**config.mk**
```make
export PLATFORM = sky130hd
export DESIGN_NAME = byte_run_length_encoder_flat
export DESIGN_NICKNAME = d
export VERILOG_FILES = /design/src/design/brle_pkg.sv /design/src/design/brle_stream_if.sv /design/src/design/byte_run_length_encoder.sv /design/src/flat_wrapper.sv
export SDC_FILE = /design/constraint.sdc
export NUM_CORES = 1
export LEC_CHECK = 0
export CORE_MARGIN = 2
export CORE_UTILIZATION = 55
export CTS_BUF_LIST = sky130_fd_sc_hd__clkbuf_8
export CTS_CLUSTER_SIZE = 14
export DETAILED_ROUTE_END_ITERATION = 12
export DONT_BUFFER_PORTS = 1
export PLACE_DENSITY_LB_ADDON = 0.2
export SYNTH_ARGS = -nofsm -noshare
export SYNTH_HDL_FRONTEND = slang
export SYNTH_SLANG_ARGS = --single-unit
```
**constraint.sdc**
```tcl
create_clock -name clk_i -period 4 [get_ports clk_i]
set_input_delay 0 -clock clk_i [delete_from_list [all_inputs] [get_ports clk_i]]
set_output_delay 0 -clock clk_i [all_outputs]
set_load 0.1 [all_outputs]
```
**src/design/brle_pkg.sv**
```systemverilog
// Package of the byte run-length encoder: constants, item types and sequencer states.
package brle_pkg;

  // Default configuration of the encoder.
  localparam int unsigned MAX_RUN_DEF = 128;
  localparam int unsigned BPW_DEF     = 8;

  // Literal memory geometry.
  localparam int unsigned LIT_DEPTH = 128;
  localparam int unsigned LIT_AW    = 7;

  // Header flag bits.
  localparam logic [7:0] RPT_FLAG = 8'h80;
  localparam logic [7:0] LIT_FLAG = 8'h00;

  // Input item: one byte of the stream.
  typedef struct packed {
    logic [7:0] pixel_byte;
    logic       stream_last;
  } brle_in_t;

  // Result item: one packed word of encoded bytes.
  typedef struct packed {
    logic [63:0] packed_bytes;
    logic [3:0]  byte_count;
    logic        group_last;
    logic        stream_end;
  } brle_out_t;

  // Sequencer states.
  typedef enum logic [2:0] {
    ST_IDLE,
    ST_CLOSE,
    ST_RPT_HDR,
    ST_RPT_VAL,
    ST_FINAL,
    ST_FL_HDR,
    ST_FL_DATA,
    ST_DONE
  } brle_state_e;

endpackage

```
**src/design/brle_stream_if.sv**
```systemverilog
// Valid/ready stream channel that carries one item of type T.
interface brle_stream_if #(
  parameter type T = logic
) ();
  logic valid;
  logic ready;
  T     data;

  modport source (output valid, output data, input ready);
  modport sink (input valid, input data, output ready);
endinterface

```
**src/design/byte_run_length_encoder.sv**
```systemverilog
// Top level of the byte run-length encoder with its literal memory and word packer.
//
// The encoder splits a byte stream into runs of equal bytes of at most MAX_RUN, emits runs of
// two or more as 0x80|(n-1) and the value, and gathers single bytes in a 128-entry literal
// memory that is flushed as the header (n-1) and the stored bytes. Encoded bytes leave packed
// in words of BYTES_PER_WORD bytes, low byte first; the last word of each input item carries
// group_last, and the last word of the stream also carries stream_end. An input item that
// only extends a run is taken in ST_IDLE alone; one that opens a run, whether or not it closes
// a single-byte run, also passes through ST_CLOSE. A repeat pushes its header byte and then its
// value byte. A literal flush of n bytes pushes the header, then the stored bytes, which the
// literal memory gives one byte a cycle through its single registered read port while the
// packer takes them, and then resumes the step that called for the flush. The final item of a
// stream closes its last run in a second pass and then checks for pending literals. The last
// word of an item that produced output is sent from ST_DONE. Output stalls can hold any of
// these steps. Output words are held in a register, so the block may take the next item while
// a finished word still waits.
module byte_run_length_encoder #(
  parameter int unsigned MAX_RUN        = brle_pkg::MAX_RUN_DEF,
  parameter int unsigned BYTES_PER_WORD = brle_pkg::BPW_DEF
) (
  input  logic         clk_i,
  input  logic         rst_ni,
  brle_stream_if.sink   in_i,
  brle_stream_if.source out_o
);
  import brle_pkg::*;

  localparam int unsigned CntW    = $clog2(BYTES_PER_WORD + 1);
  localparam int unsigned AccW    = 8 * BYTES_PER_WORD;
  localparam logic [7:0]  MaxRunB = 8'(MAX_RUN);
  localparam logic [CntW-1:0] FullCnt = CntW'(BYTES_PER_WORD);

  // Sequencer and encoder state.
  brle_state_e       state_q, state_d;
  logic [7:0]        rv_q, rv_d;
  logic [7:0]        rc_q, rc_d;
  logic [7:0]        lc_q, lc_d;
  logic [LIT_AW-1:0] idx_q, idx_d;
  logic [7:0]        b_q, b_d;
  logic              last_q, last_d;
  logic              phase2_q, phase2_d;
  logic              ret_final_q, ret_final_d;

  // Packer state.
  logic [AccW-1:0]   acc_q, acc_d;
  logic [CntW-1:0]   cnt_q, cnt_d;
  logic              out_valid_q, out_valid_d;
  brle_out_t         out_q, out_d;

  // Literal memory.
  logic [7:0]        lit_mem [LIT_DEPTH];
  logic [7:0]        rd_data_q;
  logic [LIT_AW-1:0] rd_addr;
  logic              mem_we;

  // Handshakes between the sequencer and the packer.
  logic              push_v;
  logic [7:0]        push_byte;
  logic              push_ok;
  logic              send_v;
  logic              send_ok;
  logic              out_free;
  logic              in_fire;
  logic              extend;
  logic              close_done;
  logic              flush_end;

  assign in_fire  = in_i.valid & in_i.ready;
  assign out_free = ~out_valid_q | out_o.ready;
  assign push_ok  = (cnt_q != FullCnt) | out_free;
  assign send_ok  = out_free;
  assign extend   = (rc_q != 8'd0) && (in_i.data.pixel_byte == rv_q) && (rc_q < MaxRunB);
  assign flush_end = ({1'b0, idx_q} == (lc_q - 8'd1));

  assign in_i.ready  = (state_q == ST_IDLE);
  assign out_o.valid = out_valid_q;
  assign out_o.data  = out_q;

  // Sequencer: next state and the encoder state updates.
  always_comb begin
    state_d     = state_q;
    rv_d        = rv_q;
    rc_d        = rc_q;
    lc_d        = lc_q;
    idx_d       = idx_q;
    b_d         = b_q;
    last_d      = last_q;
    phase2_d    = phase2_q;
    ret_final_d = ret_final_q;
    push_v      = 1'b0;
    push_byte   = 8'h00;
    send_v      = 1'b0;
    mem_we      = 1'b0;
    close_done  = 1'b0;

    case (state_q)
      ST_IDLE: begin
        if (in_fire) begin
          b_d      = in_i.data.pixel_byte;
          last_d   = in_i.data.stream_last;
          phase2_d = 1'b0;
          if (extend) begin
            rc_d = rc_q + 8'd1;
            if (in_i.data.stream_last) begin
              phase2_d = 1'b1;
              state_d  = ST_CLOSE;
            end
          end else begin
            state_d = ST_CLOSE;
          end
        end
      end

      // Close the open run: a single byte goes to the literal memory, a longer run is a repeat.
      ST_CLOSE: begin
        if (rc_q == 8'd1) begin
          if (lc_q >= MaxRunB) begin
            ret_final_d = 1'b0;
            state_d     = ST_FL_HDR;
          end else begin
            mem_we     = 1'b1;
            lc_d       = lc_q + 8'd1;
            close_done = 1'b1;
          end
        end else if (rc_q >= 8'd2) begin
          if (lc_q != 8'd0) begin
            ret_final_d = 1'b0;
            state_d     = ST_FL_HDR;
          end else begin
            state_d = ST_RPT_HDR;
          end
        end else begin
          close_done = 1'b1;
        end
      end

      ST_RPT_HDR: begin
        push_v    = 1'b1;
        push_byte = RPT_FLAG | (rc_q - 8'd1);
        if (push_ok) begin
          state_d = ST_RPT_VAL;
        end
      end

      ST_RPT_VAL: begin
        push_v    = 1'b1;
        push_byte = rv_q;
        if (push_ok) begin
          close_done = 1'b1;
        end
      end

      // End of stream: flush what is left and return to the reset state.
      ST_FINAL: begin
        if (lc_q != 8'd0) begin
          ret_final_d = 1'b1;
          state_d     = ST_FL_HDR;
        end else begin
          rv_d    = 8'd0;
          rc_d    = 8'd0;
          state_d = ST_DONE;
        end
      end

      ST_FL_HDR: begin
        push_v    = 1'b1;
        push_byte = LIT_FLAG | (lc_q - 8'd1);
        if (push_ok) begin
          state_d = ST_FL_DATA;
        end
      end

      ST_FL_DATA: begin
        push_v    = 1'b1;
        push_byte = rd_data_q;
        if (push_ok) begin
          if (flush_end) begin
            lc_d    = 8'd0;
            idx_d   = '0;
            state_d = ret_final_q ? ST_FINAL : ST_CLOSE;
          end else begin
            idx_d = idx_q + LIT_AW'(1);
          end
        end
      end

      ST_DONE: begin
        if (cnt_q == '0) begin
          state_d = ST_IDLE;
        end else begin
          send_v = 1'b1;
          if (send_ok) begin
            state_d = ST_IDLE;
          end
        end
      end

      default: begin
        state_d = ST_IDLE;
      end
    endcase

    // After a run is closed: open the new run, or go on to the end-of-stream flush.
    if (close_done) begin
      if (!phase2_q) begin
        rv_d = b_q;
        rc_d = 8'd1;
        if (last_q) begin
          phase2_d = 1'b1;
          state_d  = ST_CLOSE;
        end else begin
          state_d = (cnt_q != '0) ? ST_DONE : ST_IDLE;
        end
      end else begin
        rc_d    = 8'd0;
        state_d = ST_FINAL;
      end
    end
  end

  // Word packer: gathers bytes and hands full or final words to the output register.
  always_comb begin
    acc_d       = acc_q;
    cnt_d       = cnt_q;
    out_d       = out_q;
    out_valid_d = out_valid_q;

    if (out_valid_q && out_o.ready) begin
      out_valid_d = 1'b0;
    end

    if (push_v && push_ok) begin
      if (cnt_q == FullCnt) begin
        out_d.packed_bytes = 64'(acc_q);
        out_d.byte_count   = 4'(cnt_q);
        out_d.group_last   = 1'b0;
        out_d.stream_end   = 1'b0;
        out_valid_d        = 1'b1;
        acc_d              = AccW'(push_byte);
        cnt_d              = CntW'(1);
      end else begin
        for (int i = 0; i < int'(BYTES_PER_WORD); i++) begin
          if (cnt_q == CntW'(i)) begin
            acc_d[8*i +: 8] = push_byte;
          end
        end
        cnt_d = cnt_q + CntW'(1);
      end
    end else if (send_v && send_ok) begin
      out_d.packed_bytes = 64'(acc_q);
      out_d.byte_count   = 4'(cnt_q);
      out_d.group_last   = 1'b1;
      out_d.stream_end   = last_q;
      out_valid_d        = 1'b1;
      acc_d              = '0;
      cnt_d              = '0;
    end
  end

  // Read address of the literal memory: it moves ahead as soon as a stored byte is taken.
  always_comb begin
    rd_addr = idx_q;
    if ((state_q == ST_FL_DATA) && push_ok) begin
      rd_addr = idx_q + LIT_AW'(1);
    end
  end

  // Literal memory with one write and one registered read port. A write happens only while a
  // run is closed, before any flush reads it, so no forwarding is needed.
  always_ff @(posedge clk_i) begin
    if (mem_we) begin
      lit_mem[lc_q[LIT_AW-1:0]] <= rv_q;
    end
    rd_data_q <= lit_mem[rd_addr];
  end

  // Control registers.
  always_ff @(posedge clk_i or negedge rst_ni) begin
    if (!rst_ni) begin
      state_q     <= ST_IDLE;
      rv_q        <= 8'd0;
      rc_q        <= 8'd0;
      lc_q        <= 8'd0;
      idx_q       <= '0;
      phase2_q    <= 1'b0;
      ret_final_q <= 1'b0;
      cnt_q       <= '0;
      acc_q       <= '0;
      out_valid_q <= 1'b0;
    end else begin
      state_q     <= state_d;
      rv_q        <= rv_d;
      rc_q        <= rc_d;
      lc_q        <= lc_d;
      idx_q       <= idx_d;
      phase2_q    <= phase2_d;
      ret_final_q <= ret_final_d;
      cnt_q       <= cnt_d;
      acc_q       <= acc_d;
      out_valid_q <= out_valid_d;
    end
  end

  // Payload registers.
  always_ff @(posedge clk_i) begin
    b_q    <= b_d;
    last_q <= last_d;
    out_q  <= out_d;
  end

  // The literal memory never holds more than one full group.
  assert property (@(posedge clk_i) disable iff (!rst_ni) lc_q <= MaxRunB)
    else $error("literal count exceeds the run cap");

  // A waiting word always carries between one and a full word of bytes.
  assert property (@(posedge clk_i) disable iff (!rst_ni)
    out_valid_q |-> (out_q.byte_count != 4'd0) && (out_q.byte_count <= 4'(BYTES_PER_WORD)))
    else $error("output word with an invalid byte count");

  // The final word of a stream is also the last word of its item.
  assert property (@(posedge clk_i) disable iff (!rst_ni)
    (out_valid_q && out_q.stream_end) |-> out_q.group_last)
    else $error("stream end without group end");

  // Between streams no literals are pending.
  assert property (@(posedge clk_i) disable iff (!rst_ni)
    (state_q == ST_IDLE && rc_q == 8'd0) |-> (lc_q == 8'd0))
    else $error("literals pending with no open run");

endmodule

```
**src/flat_wrapper.sv**
```systemverilog
// flat-port wrapper written by rule: the top's interface ports become plain ports
module byte_run_length_encoder_flat import brle_pkg::*;
#(
  parameter int unsigned MAX_RUN        = brle_pkg::MAX_RUN_DEF,
  parameter int unsigned BYTES_PER_WORD = brle_pkg::BPW_DEF
)
  (clk_i, rst_ni, in_i_valid, in_i_data, in_i_ready, out_o_valid, out_o_data, out_o_ready);
  brle_stream_if #(.T(brle_in_t)) in_i_i ();
  brle_stream_if #(.T(brle_out_t)) out_o_i ();
  input  logic clk_i;
  input  logic rst_ni;
  input wire logic [$bits(in_i_i.valid)-1:0] in_i_valid;
  input wire logic [$bits(in_i_i.data)-1:0] in_i_data;
  output wire logic [$bits(in_i_i.ready)-1:0] in_i_ready;
  output wire logic [$bits(out_o_i.valid)-1:0] out_o_valid;
  output wire logic [$bits(out_o_i.data)-1:0] out_o_data;
  input wire logic [$bits(out_o_i.ready)-1:0] out_o_ready;
  assign in_i_i.valid = in_i_valid;
  assign in_i_i.data = in_i_data;
  assign in_i_ready = in_i_i.ready;
  assign out_o_valid = out_o_i.valid;
  assign out_o_data = out_o_i.data;
  assign out_o_i.ready = out_o_ready;
  byte_run_length_encoder #(.MAX_RUN(MAX_RUN), .BYTES_PER_WORD(BYTES_PER_WORD)) u_core (.clk_i(clk_i), .rst_ni(rst_ni), .in_i(in_i_i), .out_o(out_o_i));
endmodule
```
=== Word level (Yosys, flattened, before mapping) ===
Memory sizes are Yosys's and may differ from the RTL's. A register that Yosys moved wholly into a read port is not among the register bits.
Index checks and enable logic that the tools add are counted.

* Bits in registers: 184
* Bits in latches: 0
* RAM bits: 1024
* Memory bits (read-only): 0
* Input bits: 13
* Word-level logic and storage cells: 200
* Memories: 1

* Add/sub/neg operators: 6
* Multiply operators: 0
* Div/mod/pow operators: 0
* Order comparisons: 3
* Equality and inequality tests: 47
* Shift operators: 0
* Multiplexer cells: 84
* Bitwise logic cells: 4
* Reduce and logical (&&, ||, !) cells: 32

{| class="wikitable"
|+ Memories
! name !! words !! bits a word !! rd ports !! clocked after memory_dff !! wr ports !! RTL line !! text
|-
| u_core.lit_mem || 128 || 8 || 1 || 1 || 1 || byte_run_length_encoder.sv:51 || <nowiki>logic [7:0] lit_mem [LIT_DEPTH];</nowiki>
|}

{| class="wikitable"
|+ Operator list
! cell !! count
|-
| $mux W70 || 3
|-
| $mux W64 || 3
|-
| $mux W8 || 20
|-
| $mux W3 || 18
|-
| $ne A3 B3 Y1 const B || 11
|-
| $pmux W8 S2 || 2
|-
| $pmux W8 S4 || 1
|-
| $mux W1 || 28
|-
| $reduce_bool A8 Y1 || 3
|-
| $reduce_and A2 Y1 || 11
|-
| $pmux W3 S7 || 1
|-
| $ne A3 B1 Y1 const B || 6
|-
| $add A8 B1 Y8 const B || 2
|-
| $eq A4 B3 Y1 const B || 4
|-
| $mux W7 || 2
|-
| $eq A3 B3 Y1 const B || 4
|-
| $mux W4 || 3
|-
| $reduce_and A10 Y1 || 1
|-
| $reduce_and A5 Y1 || 2
|-
| $eq A4 B2 Y1 const B || 2
|-
| $eq A7 B8 Y1 || 1
|-
| $eq A8 B1 Y1 const B || 1
|-
| $eq A8 B8 Y1 || 1
|-
| $ge A8 B2 Y1 const B || 1
|-
| 29 further kinds || 45
|}

=== Logic depth before layout (Yosys ltp) ===
Gate-level depths: netlist of the first run.

* Depth in word-level cells: 9
* Mapped depth: 17
* Depth with buffers taken out: 12

=== Least setup slack after synthesis of the first run ===
Ideal clock, no wire load.

* Path type: register to register
* Start: register u_core.out_valid_q (netlist: u_core.out_o.valid)
* End: register u_core.acc_q[10]
* Library setup time: 0.125 ns
* Data arrival time: 4.130 ns
* Required time: 3.875 ns
* Path slack: -0.254 ns
* Stages on the path, launching flop included: 12
* Buffers on the path: 1
* Period minus slack after synthesis: 4.254 ns
* Cells stage by stage: dfrtp_1 > nand2b_1 > nor2_1 > a21oi_2 > inv_1 > nor2_1 > nand3_1 > and2_1 > clkbuf_1 > inv_1 > a31oi_2 > mux2_2

* Word-level cells in the longest chain between the ends: 6
* Elaborated cells on any way between the ends: 9

{| class="wikitable"
|+ RTL lines
! element !! RTL line !! text
|-
| from (decl) || byte_run_length_encoder.sv:47 || <nowiki>logic out_valid_q, out_valid_d;</nowiki>
|-
| from (signal assigned) || byte_run_length_encoder.sv:300 || <nowiki>out_valid_q <= out_valid_d;</nowiki>
|-
| $not A1 Y1 * || byte_run_length_encoder.sv:69 || <nowiki>assign out_free = ~out_valid_q | out_o.ready;</nowiki>
|-
| $or A1 B1 Y1 * || byte_run_length_encoder.sv:69 ||
|-
| $or A1 B1 Y1 || byte_run_length_encoder.sv:70 || <nowiki>assign push_ok = (cnt_q != FullCnt) | out_free;</nowiki>
|-
| $logic_and A1 B1 Y1 || byte_run_length_encoder.sv:232 || <nowiki>if (push_v && push_ok) begin</nowiki>
|-
| $ne A3 B3 Y1 (no line) or $reduce_bool A2 Y1 (tied branches) || - ||
|-
| $reduce_and A2 Y1 (no line) || - ||
|-
| to (signal assigned) || byte_run_length_encoder.sv:288 || <nowiki>acc_q <= '0;</nowiki>
|-
| to (signal assigned) || byte_run_length_encoder.sv:299 || <nowiki>acc_q <= acc_d;</nowiki>
|-
| to (decl) || byte_run_length_encoder.sv:45 || <nowiki>logic [AccW-1:0] acc_q, acc_d;</nowiki>
|}

Mark *: on every way between the ends. The rest lies on a longest branch, timed or not.
A chain may end at the register's enable or synchronous reset.

=== Worst setup path after layout of the first run ===
* Start: register u_core.cnt_q[1]
* End: register u_core.rd_data_q[7], read port of u_core.lit_mem

* Word-level cells in the longest chain between the ends: 4

{| class="wikitable"
|+ RTL lines
! element !! RTL line !! text
|-
| from (decl) || byte_run_length_encoder.sv:46 || <nowiki>logic [CntW-1:0] cnt_q, cnt_d;</nowiki>
|-
| from (signal assigned) || byte_run_length_encoder.sv:298 || <nowiki>cnt_q <= cnt_d;</nowiki>
|-
| $ne A4 B4 Y1 || byte_run_length_encoder.sv:70 ||
|-
| $or A1 B1 Y1 || byte_run_length_encoder.sv:70 ||
|-
| $logic_and A1 B1 Y1 || byte_run_length_encoder.sv:263 || <nowiki>if ((state_q == ST_FL_DATA) && push_ok) begin</nowiki>
|-
| $mux W7 || byte_run_length_encoder.sv:263 ||
|-
| to (decl) || byte_run_length_encoder.sv:52 || <nowiki>logic [7:0] rd_data_q;</nowiki>
|}

No other way between the ends.

==> results.tsv, run 1 <==
stage	metric	value	unit
yosys	async_flop_share	0.08635	
sta	fin_crit_sh	1.001	
routing	drt_iter0_markers	3788	
critical_path	crit_fanout	6	
sta	drv_slew	0	
global_routing	grt_util_all_layers	0.2867	
critical_path	startpoint_type	flip-flop	
global_routing	grt_max_degree	131	
clock_tree	clockRootBuffer	clkbuf_8	
global_routing	grt_pass1_vias	29880	
critical_path	arrival	4750	ps
clock_tree	clk_latency	870	ps
clock_tree	cts_tree	done	
routing	vias	30740	
yosys	ys.flop_type	edfxtp_1	
floorplanning	die-area	91100	um^2
clock_tree	cts.sinks	1216	
sta	fin_skew	45.95	ps
status	violations	setup timing	
cells_and_area	flow.area_growth_from_synthesis	12.49	%
floorplanning	start_util	0.5538	
yosys	synth-edff-count	1103	
cells_and_area	nFillCells	6560	
yosys	netlist_instances	3470	
place	hpwl	79700	um
floorplanning	ios	85	
sta	tns	-2.808	ps
floorplanning	core	88100	um^2
sta	setup_ws	-2.808	ps
routing	drc	0	
yosys	yosys_warnings	0	
floorplanning	die_h	301.8	um
sta	fin_crit	4003	ps
routing	wl_per_cell	26.50	um
cells_and_area	final_util	0.6230	
hold_path	min_path_type	input pin to flip-flop	
clock_tree	numCtsBuffers	189	
critical_path	cp.required	4750	ps
floorplanning	die_w	301.8	um
critical_path	critPathKind	flip-flop to flip-flop	
yosys	yosysSeqAreaShare	0.7360	
global_routing	antenna_found_initial	5	
sta	fmax	0.2498	GHz
routing	postRouteAntennaNets	0	
sta	setup_viol	1	
place	port_buffers	0	
routing	vias_per_cell	6.209	
yosys	synth_nets	3495	
cells_and_area	layout.cells.non_filler	4950	
place	gp_congestion	0.8958	
place	dp.cells	4563	
clock_tree	cts_max_level	4	
cells_and_area	final_nets	3655	
global_routing	grt_pass1_wl	192700	um
yosys	ys_types	68	
sta	relSlewSlack	0.2635	
power	leakagePower	19.40	nW
routing	wl	131200	um
power	power_density	834.5	nW/um^2
cells_and_area	multi_input_area	12090	um^2
floorplanning	rows	109	
status	status	complete, but fails checks	
sta	final-hold-violation-count	0	
cells_and_area	regArea	35940	um^2
clock_tree	clkSlewWorstSetupHoldPaths	60	ps
cells_and_area	drive_gt1_frac	0.1364	
yosys	synth.avg_cell_area	14.06	um^2
yosys	synthesis.area	48790	um^2
run	max-cap-violations	0	
critical_path	cp-end-kind	flip-flop	
global_routing	overflow	0	
yosys	synth_seq_cells	1216	
sta	worstMarginPinSlew	1105	ps
clock_tree	clockBufferDepth	3	
power	ir_drop	0.0008246	V
routing	dr.pass1.iters	6	
power by group:
| group | switching, mW | internal (mW) |
|---|---|---|
| clock | 4.75 | 4.98 |
| sequential | 1.80 | 16.1 |
| combinational | 12.5 | 5.70 |
synth_stat cells (all sizes together) (12+ instances only):
master,number,area [um^2]
ha,12,150.1
a211oi,64,485.5
nand4,14,87.58
nor2,189,709.4
a21oi,147,743.2
edfxtp,1103,33120
o22ai,96,600.6
nor3,42,210.2
dfrtp,105,2628
mux2i,188,1882
nand2,636,2387
a311oi,17,148.9
clkbuf,124,465.5
mux2,54,608.1
o21ai,78,390.4
buf,89,503.0
nand3,153,765.7
nor4,61,381.6
nor2b,12,75.07
a31oi,35,231.5
o221ai,14,122.6
xnor2,28,245.2
a221oi,35,306.5
and3,34,212.7
inv,20,75.07
routing by layer:
metal / vias up / track usage / part of all wire
li1: 13490 / - / -
met1: 15230 / 0.3938 / 0.40
met2: 1701 / 0.4500 / 0.47
met3: 311 / 0.05796 / 0.089
met4: 4 / 0.1240 / 0.039
met5: - / 0 / 0.00019
registers in the layout (all words and copies together), names as in the netlist, 3 cells and up:
| register | flops |
|---|---|
| u_core.state_q | 3 |
| u_core.cnt_q | 4 |
| u_core.out_o.data | 70 |
| u_core.rv_q | 8 |
| u_core.rc_q | 8 |
| u_core.idx_q | 7 |
| u_core.b_q | 8 |
| u_core.lit_mem | 1024 |
| u_core.lc_q | 8 |
| u_core.rd_data_q | 8 |
| u_core.acc_q | 64 |
logic make-up after synthesis:
| group | Yosys count | share of synthesized area |
|---|---|---|
| mux | 253 | 0.05611 |
| fa+ha+maj | 12 | 0.003077 |
| compound gates | 542 | 0.07214 |
| xor+xnor | 38 | 0.006822 |
| simple gates | 1176 | 0.1044 |
| buf+inv | 233 | 0.02139 |
| flops | 1216 | 0.7360 |
what timing repair did:
item,in CTS,in global routing
buffers inserted,0,14
gates resized for setup,10,23
endpoints found under the setup margin,7,8
hold endpoints to repair,149,0
gates cloned,0,2
hold buffers,25,0
pin swaps,0,3
worst max-delay path: stages (launching register included):
cell and delay, ps:
dfrtp_1 350, inv_1 60, ha_1 190, and3b_1 260, buf_4 180, a211oi_2 290, nand3b_1 280, and2_4 280
buf_12 150, buf_4 140, o22ai_1 250, o22ai_1 160, nor4_1 800, nor4_2 170, a221oi_1 340
stage by stage:
| stage | power, mW | area [um^2] | setup slack (ps) | hold slack (ps) |
|---|---|---|---|---|
| final | 45.80 | 54880 | -2.808 | 144.1 |
| after global routing | 47.64 | 54880 | -25.73 | 130.2 |
| after CTS | 45.19 | 54580 | 48.94 | 45.59 |
| after detailed placement | 35.40 | 50740 | -320.5 | -292.6 |
| after global placement | 35.05 | 50740 | -334.0 | -293.1 |
| after floorplan | 28.72 | 48790 | 26.11 | -295.6 |
area by class of cell:
| class | instances | share of cell area |
|---|---|---|
| multi-input cells | 2023 | 0.2203 |
| inverters | 20 | 0.001436 |
| repair buffers | 180 | 0.03274 |
| clock buffers | 207 | 0.05191 |
| clock inverters | 137 | 0.01208 |
| well taps | 1165 | 0.02656 |
| flip-flops and latches | 1216 | 0.6548 |
| diodes | 2 | 0.00009119 |
placed cells by master (no fill, tap or decap), types with 74 or more instances in the layout:
master	count
nand2_1	634
a21oi_1	144
nor2_1	189
o22ai_1	95
buf_4	125
clkbuf_8	207
mux2i_1	188
edfxtp_1	1103
nand3_1	153
o21ai_0	74
dfrtp_1	96
inv_1	90
path summary, 6_finish.rpt:
path	startpoint	end	slack, ps	cells past startpoint
max reg2reg	u_core.cnt_q[1]	u_core.rd_data_q[7]	-3	14
max in group asynchronous	rst_ni	u_core.acc_q[38]	3140	4
min reg2reg	u_core.acc_q[57]	u_core.out_o.data[63]	440	0
min in group asynchronous	rst_ni	u_core.rc_q[6]	370	4
max	u_core.cnt_q[1]	u_core.rd_data_q[7]	-3	14
min	out_o_ready	u_core.out_o.valid	140	3
(Power assumes the default switching activity.)
==> run 2: changes to the inputs <==
Settings changed: CELL_PAD_IN_SITES_DETAIL_PLACEMENT from default to 0, CELL_PAD_IN_SITES_GLOBAL_PLACEMENT from default to 1, CORE_UTILIZATION 55 to 50.
==> run 2 against run 1 <==
  * Count of clock-buffer cells in the layout is 1 higher
  * The flow now finishes without violations
  * Clock power increased by 8%
  * Critical endpoint unchanged
  * Cell count up 4.7%
==> results.tsv, run 2 (same netlist as run 1, synthesis figures left out) <==
stage	metric	value	unit	change
status	status	finished clean		
cells_and_area	flow.area_growth_from_synthesis	15.10	%	
critical_path	cp-end-kind	flip-flop		
cells_and_area	largest_reg_flops	1024		unchanged
place	dp.cells	4799		+5.2%
routing	wl_met1	55820	um	+5.7%
routing	wl_met3	9904	um	-16%
global_routing	grt_pass1_wl	197300	um	+2.4%
critical_path	arrival	4630	ps	-120 ps
routing	vias_per_cell	5.974		-3.8%
place	port_buffers	0		unchanged
floorplanning	die-area	100100	um^2	+9.9%
global_routing	overflow	0		unchanged
clock_tree	clk_latency	870	ps	about the same
floorplanning	start_util	0.5045		-0.04928
sta	fin_crit_sh	0.9672		-0.03355
critical_path	max_stage_delay	680	ps	-120 ps
sta	drv_slew	0		unchanged
critical_path	critPathKind	flip-flop to flip-flop		
hold_path	min_path_type	input pin to flip-flop		
clock_tree	clockRootBuffer	clkbuf_8		
sta	fin_crit	3869	ps	-134.2 ps
clock_tree	cts_tree	done		
cells_and_area	layout_common_cells	edfxtp_1, nand2_1, buf_4		
clock_tree	cts_max_level	4		unchanged
critical_path	cp.required	4760	ps	about the same
power	ir_drop	0.0006750	V	-18%
routing	vias	30970		+0.75%
floorplanning	core	96710	um^2	+9.8%
routing	drc	0		unchanged
sta	fmax	0.2585	GHz	+3.5%
run	max-cap-violations	0		unchanged
routing	wl_per_cell	25.69	um	-3.1%
routing	dr.pass1.iters	6		unchanged
routing	wl	133200	um	+1.5%
sta	tns	0	ps	+2.808 ps
floorplanning	rows	114		+4.6%
cells_and_area	layout.cells.non_filler	5184		+4.7%
floorplanning	die_w	316.4	um	+4.8%
floorplanning	ios	85		unchanged
critical_path	crit_fanout	48		+42
routing	postRouteAntennaNets	0		unchanged
routing	drt_iter0_markers	3745		-1.1%
routing	maxUsedRoutingLayer	met5		
routing	wl_met2	63200	um	+2.8%
clock_tree	clkSlewWorstSetupHoldPaths	70	ps	about the same
global_routing	grt_pass1_vias	30610		+2.4%
clock_tree	numCtsBuffers	190		+0.53%
global_routing	antenna_found_initial	2		-3
sta	final-hold-violation-count	0		unchanged
sta	fin_skew	44.53	ps	-1.418 ps
cells_and_area	drive_gt1_frac	0.1628		+0.02643
critical_path	startpoint_type	flip-flop		
global_routing	grt_util_all_layers	0.2677		-0.01899
sta	setup_viol	0		-1
cells_and_area	final_nets	3770		+3.1%
floorplanning	die_h	316.4	um	+4.8%
power	power_density	834.2	nW/um^2	about the same
sta	relSlewSlack	0.1785		-0.08492
place	gp_congestion	0.8876		-0.92%
cells_and_area	nFillCells	7607		+16%
power	leakagePower	20.15	nW	+3.9%
critical_path	cpMaxStageDelayCell	nor4_1		
clock_tree	clockBufferDepth	3		unchanged
cells_and_area	final_common_cell	edfxtp_1		
global_routing	grt_max_degree	131		unchanged
place	hpwl	81280	um	+2.0%
sta	worstMarginPinSlew	1232	ps	+127.4 ps
critical_path	cp_cell_sequence	inv_1 > ha_1 > buf_4 > nand3b_1 > o21ai_1 > a32oi_1 > and2_4 > buf_12 > o22ai_1 > a211oi_1 > nor4_1 > nor4_1 > buf_4 > a221oi_1		
clock_tree	cts.sinks	1216		unchanged
## run 2: changes by cell type in the layout (fill, tap and decap cells not counted), sizes merged, moves of 2 or more
cell    delta
bufinv     +9
clkinv     +4
inv        -6
and2       -2
buf      +115
## run 2: critical path: cells and delay by family, from the launching register on
| kind | cells | cell delay, ps |
|---|---|---|
| buffers and inverters | 4 | 600 |
| AO/OA/AOI/OAI | 5 | 1350 |
| adder cells (fa/ha/maj) | 1 | 180 |
| AND/OR/NAND/NOR | 4 | 1220 |
| flip-flops | 1 | 380 |
## run 2: final cells by class
class / count / area (um^2) / area share
antenna: 2 / 5.005 / 0.00008913
tap: 1276 / 1597 / 0.02843
timing repair buffer: 296 / 2718 / 0.04840
clock inverter: 145 / 978.4 / 0.01742
multi-input combinational: 2021 / 11970 / 0.2132
clock buffer: 208 / 2863 / 0.05098
inverter: 20 / 78.83 / 0.001404
sequential: 1216 / 35940 / 0.6401
## run 2: where the power goes
group	leakage (nW)	switching, mW	internal [mW]
combinational	6.48	12.5	6.02
clock	2.19	4.85	5.64
sequential	11.5	1.74	16.1
total	20.1	19.1	27.7
## run 2: metal layers
| metal | track usage | vias up |
|---|---|---|
| met5 | 0 | - |
| met4 | 0.09895 | 2 |
| met3 | 0.04460 | 220 |
| met2 | 0.4268 | 1373 |
| met1 | 0.3735 | 15650 |
| li1 | - | 13720 |
## run 2: stage by stage
step	setup WS (ps)	hold slack (ps)	utilization	instance area (um^2)	power, mW
finish	131.4	196.2	0.5806	56150	46.84
global route	-1.942	158.9	0.5806	56150	48.87
CTS	32.52	76.99	0.5798	56070	46.79
detailed placement	-5.079	-293.1	0.5369	51930	36.23
global placement	-13.53	-292.9	0.5369	51930	35.89
floorplan	26.11	-295.6	-	48790	28.72
## run 2: what timing repair did
| action | CTS | global route |
|---|---|---|
| hold endpoints to repair | 148 | 0 |
| buffers inserted | 0 | 4 |
| resized for setup | 2 | 10 |
| hold buffers | 26 | 0 |
| pin swaps | 0 | 0 |
| setup endpoints to repair | 2 | 8 |
## run 2: final timing paths
kind                            slack (ps)        startpoint  cells past startpoint                    end
worst min register to register         440  u_core.acc_q[45]                      0  u_core.out_o.data[51]
worst max register to register         130   u_core.cnt_q[1]                     14    u_core.rd_data_q[7]
min in group asynchronous              390            rst_ni                      4       u_core.acc_q[56]
worst min-delay path                   200       out_o_ready                      3     u_core.out_o.valid
max in group asynchronous             3110            rst_ni                      4       u_core.acc_q[36]
worst max-delay path                   130   u_core.cnt_q[1]                     14    u_core.rd_data_q[7]
